[src/rtl/clsr_pkg.sv]
`timescale 1ns / 1ps

package clsr_pkg;

    // Width of every generator value, table entry and result.
    localparam int unsigned VALUE_W = 31;

    // Combined generator moduli and Schrage constants.
    localparam logic [VALUE_W-1:0] IM1  = 31'd2147483563;
    localparam logic [VALUE_W-1:0] IM2  = 31'd2147483399;
    localparam logic [VALUE_W-1:0] IMM1 = 31'd2147483562;
    localparam logic [15:0]        IA1  = 16'd40014;
    localparam logic [15:0]        IA2  = 16'd40692;
    localparam logic [15:0]        IQ1  = 16'd53668;
    localparam logic [15:0]        IQ2  = 16'd52774;
    localparam logic [13:0]        IR1  = 14'd12211;
    localparam logic [13:0]        IR2  = 14'd3791;

    // Reset value of the second generator.
    localparam logic [VALUE_W-1:0] SEED_TWO_RESET = 31'd123456789;

    // Exact z / q by reciprocal multiply for any 31-bit z and 16-bit q:
    // shift = 31 + ceil(log2 q), reciprocal = ceil(2^shift / q).
    localparam int unsigned DIV_SHIFT = 47;
    localparam int unsigned HI_W      = 16;
    localparam logic [63:0] IQ1_RECIP_W =
        ((64'd1 << DIV_SHIFT) + 64'(IQ1) - 64'd1) / 64'(IQ1);
    localparam logic [63:0] IQ2_RECIP_W =
        ((64'd1 << DIV_SHIFT) + 64'(IQ2) - 64'd1) / 64'(IQ2);
    localparam logic [31:0] IQ1_RECIP = IQ1_RECIP_W[31:0];
    localparam logic [31:0] IQ2_RECIP = IQ2_RECIP_W[31:0];

    // Which generator a step belongs to.
    typedef enum logic {
        GEN_ONE,
        GEN_TWO
    } gen_t;

    // One request to, or one result from, the Schrage step pipeline.
    typedef struct packed {
        logic               valid;
        gen_t               gen;
        logic [VALUE_W-1:0] z;
    } step_t;

    // Sequencer states of the top level.
    typedef enum logic [2:0] {
        ST_IDLE,
        ST_SEED_RUN,
        ST_DRAW_A,
        ST_DRAW_B,
        ST_DRAW_WAIT,
        ST_EMIT
    } state_t;

endpackage

[src/rtl/clsr_ram.sv]
`timescale 1ns / 1ps

// Simple dual-port RAM: one write port, one read port with registered data.
module clsr_ram #(
    parameter int unsigned WIDTH = 31,
    parameter int unsigned DEPTH = 32,
    localparam int unsigned ADDR_W = $clog2(DEPTH)
) (
    input  logic              clk,
    input  logic              wr_en,
    input  logic [ADDR_W-1:0] wr_addr,
    input  logic [WIDTH-1:0]  wr_data,
    input  logic              rd_en,
    input  logic [ADDR_W-1:0] rd_addr,
    output logic [WIDTH-1:0]  rd_data
);

    logic [WIDTH-1:0] mem_reg [DEPTH];
    logic [WIDTH-1:0] rd_data_reg;

    // Write and registered read.
    always_ff @(posedge clk)
    begin
        if (wr_en)
        begin
            mem_reg[wr_addr] <= wr_data;
        end
        if (rd_en)
        begin
            rd_data_reg <= mem_reg[rd_addr];
        end
    end

    assign rd_data = rd_data_reg;

endmodule

[src/rtl/clsr_schrage.sv]
`timescale 1ns / 1ps

// Four-stage pipeline for one Schrage step z <- a*(z - hi*q) - hi*r (+m),
// with hi = z / q. The constants follow the generator tag of each item,
// so both generators share the pipeline and may be issued back to back.
module clsr_schrage (
    input  logic            clk,
    input  logic            rst_n,
    input  clsr_pkg::step_t step_in,
    output clsr_pkg::step_t step_out
);

    // Stage valid bits and tags.
    logic [3:0]           valid_reg;
    logic [3:0]           valid_next;
    clsr_pkg::gen_t       gen1_reg, gen2_reg, gen3_reg, gen4_reg;

    // Stage payloads.
    logic [30:0]          z1_reg;
    logic [62:0]          prod1_reg, prod1_next;
    logic [15:0]          hi2_reg, hi2_next;
    logic [15:0]          lo2_reg, lo2_next;
    logic [31:0]          pa3_reg, pa3_next;
    logic [29:0]          pb3_reg, pb3_next;
    logic [30:0]          nz4_reg, nz4_next;

    // Constants per stage.
    logic [31:0]          recip1;
    logic [15:0]          q2;
    logic [15:0]          a3;
    logic [13:0]          r3;
    logic [30:0]          m4;

    logic [15:0]          hi_calc;
    logic [31:0]          lo_full;
    logic [32:0]          diff;
    logic [32:0]          diff_wrap;

    // Constant selection by generator tag.
    always_comb
    begin
        recip1 = (step_in.gen == clsr_pkg::GEN_ONE) ? clsr_pkg::IQ1_RECIP
                                                    : clsr_pkg::IQ2_RECIP;
        q2     = (gen1_reg == clsr_pkg::GEN_ONE) ? clsr_pkg::IQ1 : clsr_pkg::IQ2;
        a3     = (gen2_reg == clsr_pkg::GEN_ONE) ? clsr_pkg::IA1 : clsr_pkg::IA2;
        r3     = (gen2_reg == clsr_pkg::GEN_ONE) ? clsr_pkg::IR1 : clsr_pkg::IR2;
        m4     = (gen3_reg == clsr_pkg::GEN_ONE) ? clsr_pkg::IM1 : clsr_pkg::IM2;
    end

    // Stage arithmetic: quotient estimate, remainder, products, final sum.
    always_comb
    begin
        prod1_next = 63'(step_in.z) * 63'(recip1);

        hi_calc    = prod1_reg[clsr_pkg::DIV_SHIFT +: clsr_pkg::HI_W];
        lo_full    = 32'(z1_reg) - 32'(hi_calc) * 32'(q2);
        hi2_next   = hi_calc;
        lo2_next   = lo_full[15:0];

        pa3_next   = 32'(lo2_reg) * 32'(a3);
        pb3_next   = 30'(hi2_reg) * 30'(r3);

        diff       = 33'(pa3_reg) - 33'(pb3_reg);
        diff_wrap  = diff + 33'(m4);
        nz4_next   = diff[32] ? diff_wrap[30:0] : diff[30:0];

        valid_next = {valid_reg[2:0], step_in.valid};
    end

    // Valid bits clear on reset.
    always_ff @(posedge clk or negedge rst_n)
    begin
        if (!rst_n)
        begin
            valid_reg <= '0;
        end
        else
        begin
            valid_reg <= valid_next;
        end
    end

    // Payload registers.
    always_ff @(posedge clk)
    begin
        gen1_reg  <= step_in.gen;
        z1_reg    <= step_in.z;
        prod1_reg <= prod1_next;
        gen2_reg  <= gen1_reg;
        hi2_reg   <= hi2_next;
        lo2_reg   <= lo2_next;
        gen3_reg  <= gen2_reg;
        pa3_reg   <= pa3_next;
        pb3_reg   <= pb3_next;
        gen4_reg  <= gen3_reg;
        nz4_reg   <= nz4_next;
    end

    assign step_out = '{valid: valid_reg[3], gen: gen4_reg, z: nz4_reg};

endmodule

[src/rtl/combined_lcg_shuffle_rng.sv]
`timescale 1ns / 1ps

// Channel  Direction  Signals                    Contents
// s_*      in         tvalid tready tuser tdata  tuser: reseed; tdata: seed
// m_*      out        tvalid tready tdata        tdata: value
//
// A draw steps the first generator, then the second generator with the table
// read; the result is loaded when the second step leaves the pipeline. A reseed
// runs 40 dependent passes through the 4-stage Schrage pipeline, then a draw.
// Reset needs no clearing pass: per-entry valid bits make unwritten table
// entries read as zero. A result not yet taken holds the sequencer until the
// output register frees up; no new item is accepted while it waits.
module combined_lcg_shuffle_rng #(
    parameter int unsigned TABLE_ENTRIES = 32
) (
    input  logic        clk,
    input  logic        rst_n,
    input  logic        s_tvalid,
    output logic        s_tready,
    input  logic        s_tuser,   // [0] reseed
    input  logic [31:0] s_tdata,   // [30:0] seed, [31] zero
    output logic        m_tvalid,
    input  logic        m_tready,
    output logic [31:0] m_tdata    // [30:0] value, [31] zero
);

    localparam int unsigned VW        = clsr_pkg::VALUE_W;
    localparam int unsigned IDX_W     = $clog2(TABLE_ENTRIES);
    localparam int unsigned QW        = IDX_W + 1;
    localparam int unsigned CNT_W     = $clog2(TABLE_ENTRIES + 8);
    localparam logic [63:0] NDIV      = 64'd1 + 64'(clsr_pkg::IMM1) / 64'(TABLE_ENTRIES);
    localparam int unsigned NDIV_LOG  = $clog2(NDIV);
    localparam int unsigned IDX_SHIFT = VW + NDIV_LOG;
    localparam logic [63:0] IDX_RECIP_W = ((64'd1 << IDX_SHIFT) + NDIV - 64'd1) / NDIV;
    localparam logic [32:0] IDX_RECIP = IDX_RECIP_W[32:0];

    clsr_pkg::state_t          state_reg, state_next;
    logic [VW-1:0]             gen_one_reg, gen_one_next;
    logic [VW-1:0]             gen_two_reg, gen_two_next;
    logic [VW-1:0]             last_out_reg, last_out_next;
    logic [CNT_W-1:0]          cnt_reg, cnt_next;
    logic [TABLE_ENTRIES-1:0]  tbl_valid_reg, tbl_valid_next;
    logic                      out_valid_reg, out_valid_next;
    logic [VW-1:0]             out_value_reg, out_value_next;
    logic [63:0]               idx_prod_reg, idx_prod_next;
    logic [IDX_W-1:0]          idx_reg, idx_next;
    logic                      rd_valid_reg, rd_valid_next;

    clsr_pkg::step_t           step_in, step_out;
    logic                      ram_wr_en;
    logic [IDX_W-1:0]          ram_wr_addr;
    logic [VW-1:0]             ram_wr_data;
    logic                      ram_rd_en;
    logic [VW-1:0]             ram_rd_data;

    logic                      accept;
    logic                      out_free;
    logic                      g1_arrive;
    logic                      g2_arrive;
    logic [VW-1:0]             seed_fixed;
    logic [QW-1:0]             idx_quot;
    logic [IDX_W-1:0]          idx_sel;
    logic [VW-1:0]             tab_value;
    logic [32:0]               diff;
    logic [32:0]               diff_wrap;
    logic [VW-1:0]             draw_value;

    // Shuffle table storage.
    clsr_ram #(
        .WIDTH (VW),
        .DEPTH (TABLE_ENTRIES)
    ) u_table (
        .clk     (clk),
        .wr_en   (ram_wr_en),
        .wr_addr (ram_wr_addr),
        .wr_data (ram_wr_data),
        .rd_en   (ram_rd_en),
        .rd_addr (idx_sel),
        .rd_data (ram_rd_data)
    );

    // Shared Schrage step pipeline for both generators.
    clsr_schrage u_step (
        .clk      (clk),
        .rst_n    (rst_n),
        .step_in  (step_in),
        .step_out (step_out)
    );

    // Handshake and shared datapath terms.
    assign s_tready  = (state_reg == clsr_pkg::ST_IDLE);
    assign accept    = s_tvalid && s_tready;
    assign out_free  = !out_valid_reg || m_tready;
    assign g1_arrive = step_out.valid && (step_out.gen == clsr_pkg::GEN_ONE);
    assign g2_arrive = step_out.valid && (step_out.gen == clsr_pkg::GEN_TWO);

    always_comb
    begin
        seed_fixed = (s_tdata[VW-1:0] == '0) ? VW'(1) : s_tdata[VW-1:0];

        // Table index is last output divided by NDIV, clamped to the top entry.
        idx_quot = idx_prod_reg[IDX_SHIFT +: QW];
        if (idx_quot > QW'(TABLE_ENTRIES - 1))
        begin
            idx_sel = IDX_W'(TABLE_ENTRIES - 1);
        end
        else
        begin
            idx_sel = idx_quot[IDX_W-1:0];
        end

        // Combined output: table entry minus second generator, wrapped into range.
        tab_value  = rd_valid_reg ? ram_rd_data : '0;
        diff       = 33'(tab_value) - 33'(step_out.z);
        diff_wrap  = diff + 33'(clsr_pkg::IMM1);
        draw_value = (diff[32] || (diff == '0)) ? diff_wrap[VW-1:0] : diff[VW-1:0];
    end

    // Next-state logic.
    always_comb
    begin
        state_next = state_reg;
        case (state_reg)
            clsr_pkg::ST_IDLE:
            begin
                if (accept)
                begin
                    state_next = s_tuser ? clsr_pkg::ST_SEED_RUN : clsr_pkg::ST_DRAW_B;
                end
            end
            clsr_pkg::ST_SEED_RUN:
            begin
                if (g1_arrive && (cnt_reg == '0))
                begin
                    state_next = clsr_pkg::ST_DRAW_A;
                end
            end
            clsr_pkg::ST_DRAW_A:
            begin
                state_next = clsr_pkg::ST_DRAW_B;
            end
            clsr_pkg::ST_DRAW_B:
            begin
                state_next = clsr_pkg::ST_DRAW_WAIT;
            end
            clsr_pkg::ST_DRAW_WAIT:
            begin
                if (g2_arrive)
                begin
                    state_next = out_free ? clsr_pkg::ST_IDLE : clsr_pkg::ST_EMIT;
                end
            end
            clsr_pkg::ST_EMIT:
            begin
                if (out_free)
                begin
                    state_next = clsr_pkg::ST_IDLE;
                end
            end
            default:
            begin
                state_next = clsr_pkg::ST_IDLE;
            end
        endcase
    end

    // Datapath control: pipeline issue, table access and register updates.
    always_comb
    begin
        step_in        = '{valid: 1'b0, gen: clsr_pkg::GEN_ONE, z: gen_one_reg};
        gen_one_next   = gen_one_reg;
        gen_two_next   = gen_two_reg;
        last_out_next  = last_out_reg;
        cnt_next       = cnt_reg;
        tbl_valid_next = tbl_valid_reg;
        idx_prod_next  = idx_prod_reg;
        idx_next       = idx_reg;
        rd_valid_next  = rd_valid_reg;
        out_value_next = out_value_reg;
        out_valid_next = out_valid_reg && !m_tready;
        ram_wr_en      = 1'b0;
        ram_wr_addr    = idx_reg;
        ram_wr_data    = gen_one_reg;
        ram_rd_en      = 1'b0;

        case (state_reg)
            clsr_pkg::ST_IDLE:
            begin
                if (accept && s_tuser)
                begin
                    // Reseed: both generators start from the seed.
                    step_in      = '{valid: 1'b1, gen: clsr_pkg::GEN_ONE, z: seed_fixed};
                    gen_two_next = seed_fixed;
                    cnt_next     = CNT_W'(TABLE_ENTRIES + 7);
                end
                else if (accept)
                begin
                    // Draw: step the first generator and start the index divide.
                    step_in       = '{valid: 1'b1, gen: clsr_pkg::GEN_ONE, z: gen_one_reg};
                    idx_prod_next = 64'(last_out_reg) * 64'(IDX_RECIP);
                end
            end
            clsr_pkg::ST_SEED_RUN:
            begin
                // Warm-up steps; the last TABLE_ENTRIES of them load the table.
                if (g1_arrive)
                begin
                    gen_one_next = step_out.z;
                    if (cnt_reg < CNT_W'(TABLE_ENTRIES))
                    begin
                        ram_wr_en   = 1'b1;
                        ram_wr_addr = cnt_reg[IDX_W-1:0];
                        ram_wr_data = step_out.z;
                        tbl_valid_next[cnt_reg[IDX_W-1:0]] = 1'b1;
                    end
                    if (cnt_reg == '0)
                    begin
                        last_out_next = step_out.z;
                    end
                    else
                    begin
                        step_in  = '{valid: 1'b1, gen: clsr_pkg::GEN_ONE, z: step_out.z};
                        cnt_next = cnt_reg - CNT_W'(1);
                    end
                end
            end
            clsr_pkg::ST_DRAW_A:
            begin
                step_in       = '{valid: 1'b1, gen: clsr_pkg::GEN_ONE, z: gen_one_reg};
                idx_prod_next = 64'(last_out_reg) * 64'(IDX_RECIP);
            end
            clsr_pkg::ST_DRAW_B:
            begin
                // Step the second generator and read the selected table entry.
                step_in       = '{valid: 1'b1, gen: clsr_pkg::GEN_TWO, z: gen_two_reg};
                ram_rd_en     = 1'b1;
                idx_next      = idx_sel;
                rd_valid_next = tbl_valid_reg[idx_sel];
            end
            clsr_pkg::ST_DRAW_WAIT:
            begin
                if (g1_arrive)
                begin
                    gen_one_next = step_out.z;
                end
                if (g2_arrive)
                begin
                    // Refill the used entry from the first generator and emit.
                    gen_two_next   = step_out.z;
                    last_out_next  = draw_value;
                    ram_wr_en      = 1'b1;
                    ram_wr_addr    = idx_reg;
                    ram_wr_data    = gen_one_reg;
                    tbl_valid_next[idx_reg] = 1'b1;
                    if (out_free)
                    begin
                        out_valid_next = 1'b1;
                        out_value_next = draw_value;
                    end
                end
            end
            clsr_pkg::ST_EMIT:
            begin
                if (out_free)
                begin
                    out_valid_next = 1'b1;
                    out_value_next = last_out_reg;
                end
            end
            default:
            begin
                out_valid_next = out_valid_reg && !m_tready;
            end
        endcase
    end

    // Control and generator state.
    always_ff @(posedge clk or negedge rst_n)
    begin
        if (!rst_n)
        begin
            state_reg     <= clsr_pkg::ST_IDLE;
            gen_one_reg   <= VW'(1);
            gen_two_reg   <= clsr_pkg::SEED_TWO_RESET;
            last_out_reg  <= '0;
            cnt_reg       <= '0;
            tbl_valid_reg <= '0;
            out_valid_reg <= 1'b0;
        end
        else
        begin
            state_reg     <= state_next;
            gen_one_reg   <= gen_one_next;
            gen_two_reg   <= gen_two_next;
            last_out_reg  <= last_out_next;
            cnt_reg       <= cnt_next;
            tbl_valid_reg <= tbl_valid_next;
            out_valid_reg <= out_valid_next;
        end
    end

    // Payload registers.
    always_ff @(posedge clk)
    begin
        idx_prod_reg  <= idx_prod_next;
        idx_reg       <= idx_next;
        rd_valid_reg  <= rd_valid_next;
        out_value_reg <= out_value_next;
    end

    assign m_tvalid = out_valid_reg;
    assign m_tdata  = {1'b0, out_value_reg};

endmodule

[config.mk]
export PLATFORM = sky130hd
export DESIGN_NAME = combined_lcg_shuffle_rng
export DESIGN_NICKNAME = d
export VERILOG_FILES = /design/src/rtl/clsr_pkg.sv /design/src/rtl/clsr_ram.sv /design/src/rtl/clsr_schrage.sv /design/src/rtl/combined_lcg_shuffle_rng.sv
export SDC_FILE = /design/constraint.sdc
export NUM_CORES = 2
export LEC_CHECK = 0
export ABC_AREA = 1
export BUFFER_PORTS_ARGS = -buffer_cell sky130_fd_sc_hd__buf_4
export CAP_MARGIN = 15
export CORE_ASPECT_RATIO = 1.2
export CORE_MARGIN = 5
export CORE_UTILIZATION = 40
export CTS_CLUSTER_SIZE = 14
export DETAILED_ROUTE_END_ITERATION = 7
export GPL_TIMING_DRIVEN = 0
export PLACE_DENSITY_LB_ADDON = 0.15
export SETUP_SLACK_MARGIN = 0.2
export SYNTH_ARGS = -nofsm -noshare
export SYNTH_HDL_FRONTEND = slang
export SYNTH_SLANG_ARGS = --single-unit
export TNS_END_PERCENT = 10
[constraint.sdc]
create_clock -name clk -period 19.9 [get_ports clk]
set_input_delay 3.98 -clock clk [delete_from_list [all_inputs] [get_ports clk]]
set_output_delay 3.98 -clock clk [all_outputs]
set_load 0.005 [all_outputs]
==> impl_metrics.csv <==
group,metric,value,unit
floorplan,die_y,553,um
timing,max-slew-margin-rel,0.144,
detailed_routing,drc_errors,0,
setup_path,worstReg2RegStart,"state_reg[2]",
finish,area_growth,11.9,%
place,gp_congestion,0.964,
detailed_routing,drt_wl_total,338000,um
floorplan,core_area,0.245,mm2
yosys,ys_warn_count,0,
floorplan,dieWidth,463,um
clocking,cts_made_buffers,152,
finish,layout-drive-gt1-share,0.0505,
timing,tns,0,ns
yosys,yosys-top-cells-area,"edfxtp_1, fa_1, ha_1",
yosys,synth_common_cells,"inv_1, nand2_1, nor2_1",
place,dp_hpwl,273000,um
floorplan,dieArea,0.256,mm2
global_route,grt_pass1_vias,75045,
timing,fmax,77.5,MHz
floorplan,row_count,199,
setup_path,criticalPathCategory,"in -> reg",
yosys,synth_top_area_share,0.325,
setup_path,cp_data_arrival_time,13.52,ns
detailed_routing,drt-initial-drc-count,6553,
setup_path,worst-path-max-fanout,10,
hold_path,hold_class,"reg -> reg",
yosys,synthArstFlopShare,0.102,
global_route,grt.overflow.total,0,
place,portBuffers,68,
detailed_routing,wl_per_cell,25.0,um
clocking,cts.htree.levels,4,
yosys,yosys.cell_count.top_type,"inv_1",
run_status,status,"finished, final reports clean",
timing,hold_viol,0,
clocking,cts_resized,0,
hold_path,hold_end,"u_step.hi2_reg[15]",
clocking,hold_buffers,0,
timing,timing.final.crit_share,0.649,
global_route,antenna_found_initial,18,
hold_path,whs_path_depth,0,
timing,maxSlewViolCount,0,
clocking,cts.clk_slew.worst_paths,0.09,ns
yosys,synth-edff-count,1066,
yosys,syn_area,0.0984,mm2
flow_run,cap_violations,0,
yosys,synthFlopType,"edfxtp_1",
finish,largest_reg_flops,992,
finish,fin_nets,12032,
setup_path,slowest_delay,0.94,ns
yosys,syn_avg_cell_area,9.96,um2
timing,fin_skew,0.115,ns
yosys,synth_top_area_cell,"edfxtp_1",
global_route,grt_max_degree,86,
clocking,cts_root_buffer,"clkbuf_16",
setup_path,reg2reg_depth,35,
hold_path,hold_start,"u_step.prod1_reg[62]",
setup_path,rrSetupSlack,8.35,ns
yosys,yosysUniqueCellTypes,69,
clocking,max-clock-path-buffers,4,
setup_path,cp-start-kind,"input pin",
setup_path,r2r-end,"u_step.prod1_reg[61]",
detailed_routing,drtAntennaViolNets,0,
timing,period_needed,12.91,ns
timing,tightest_slew,1.27,ns
global_route,grt_use_total,0.260,
detailed_routing,drt_first_pass_iters,6,
timing,rsz0062_at_grt,"false",
detailed_routing,vias,73381,
clocking,clock-sinks,1365,
yosys,ys_ff_latch,1365,
floorplan,io_pins,71,
floorplan,start_util,0.402,
setup_path,worstPathRequired,20.52,ns
detailed_routing,viasPerCell,5.42,
setup_path,cpMostUsedCell,"fa_1",
yosys,synthCells,9877,
timing,setup_viol,0,
clocking,clock_latency,0.86,ns
clocking,cts_tree,"done",
clocking,cts_setup_buffers,0,
yosys,synth_seq_area_share,0.393,
setup_path,slowest_stage,"a2111oi_0",
setup_path,end_kind,"flop",
global_route,grt_pass1_wl,496000,um
-- area by class of cell --
class	instances	area, um2
Tap cell	3216	4020
Sequential cell	1365	38700
Fill cell	23285	135000
Antenna cell	13	32.5
Clock inverter	78	654
Multi-Input combinational cell	6407	52400
Inverter	1782	6690
Clock buffer	186	4070
Buffer	334	1290
Timing Repair Buffer	151	2320
-- stage by stage --
step | cells | worst slack [ns] | area, um2 | util | hold WS, ns
after floorplan | 9888 | 8.73 | 98400 | - | 0.310
after detailed placement | 13250 | 6.38 | 105000 | 0.430 | 0.319
final | 13532 | 6.99 | 110000 | 0.450 | 0.336
after CTS | 13514 | 7.21 | 110000 | 0.449 | 0.338
after global placement | 13172 | 6.39 | 103000 | 0.420 | 0.316
after global routing | 13527 | 6.53 | 110000 | 0.450 | 0.341
-- cells by family (layout without fill, tap and decap cells) --
group                    count (synthesis)  after routing  synth area share
AO/OA/AOI/OAI                         1764           1764             0.107
AND/OR/NAND/NOR                       2657           2657             0.109
XOR/XNOR                               171            171            0.0154
flip-flops                            1365           1365             0.393
other                                    2             26         0.0000763
adder cells (fa/ha/maj)               1802           1802             0.294
buffers and inverters                 2116           2531            0.0811
-- worst max-delay path by stage --
stage                   from                   end  cells past startpoint
global placement    s_tvalid  u_step.prod1_reg[61]                     32
finish              s_tvalid  u_step.prod1_reg[61]                     32
floorplan           s_tvalid  u_step.prod1_reg[54]                     35
CTS                 s_tvalid  u_step.prod1_reg[58]                     35
global route        s_tvalid  u_step.prod1_reg[58]                     35
detailed placement  s_tvalid  u_step.prod1_reg[58]                     35
-- worst max-delay path, delay by kind of cell --
family	cells	cell delay [ns]
buffers and inverters	9	1.69
and+or+nand+nor	8	1.26
adders and majority gates	9	4.10
AOI/OAI and AO/OA	6	2.47
-- layout by cell type (no fill, tap or decap), drive strengths merged, types with 160 or more instances in the layout --
master | netlist | layout
inv | 1776 | 1781
nand2 | 1166 | 1166
nor2 | 1103 | 1103
edfxtp | 1066 | 1066
ha | 948 | 948
fa | 854 | 854
o21ai | 802 | 802
clkbuf | 308 | 494
a21oi | 274 | 274
nand3 | 230 | 230
buf | 26 | 177
dfxtp | 160 | 160
-- metal layers --
layer  track usage  routed length, um  vias up
met5             0                 10        -
met4         0.120              18000        2
met3        0.0389              22100      629
met2         0.429             159000     2613
met1         0.339             139000    36616
li1              -                  -    33521
Power is left out: the tool's default activity adds up to more than one toggle a clock period on the data nets, which glitch-free logic cannot reach.
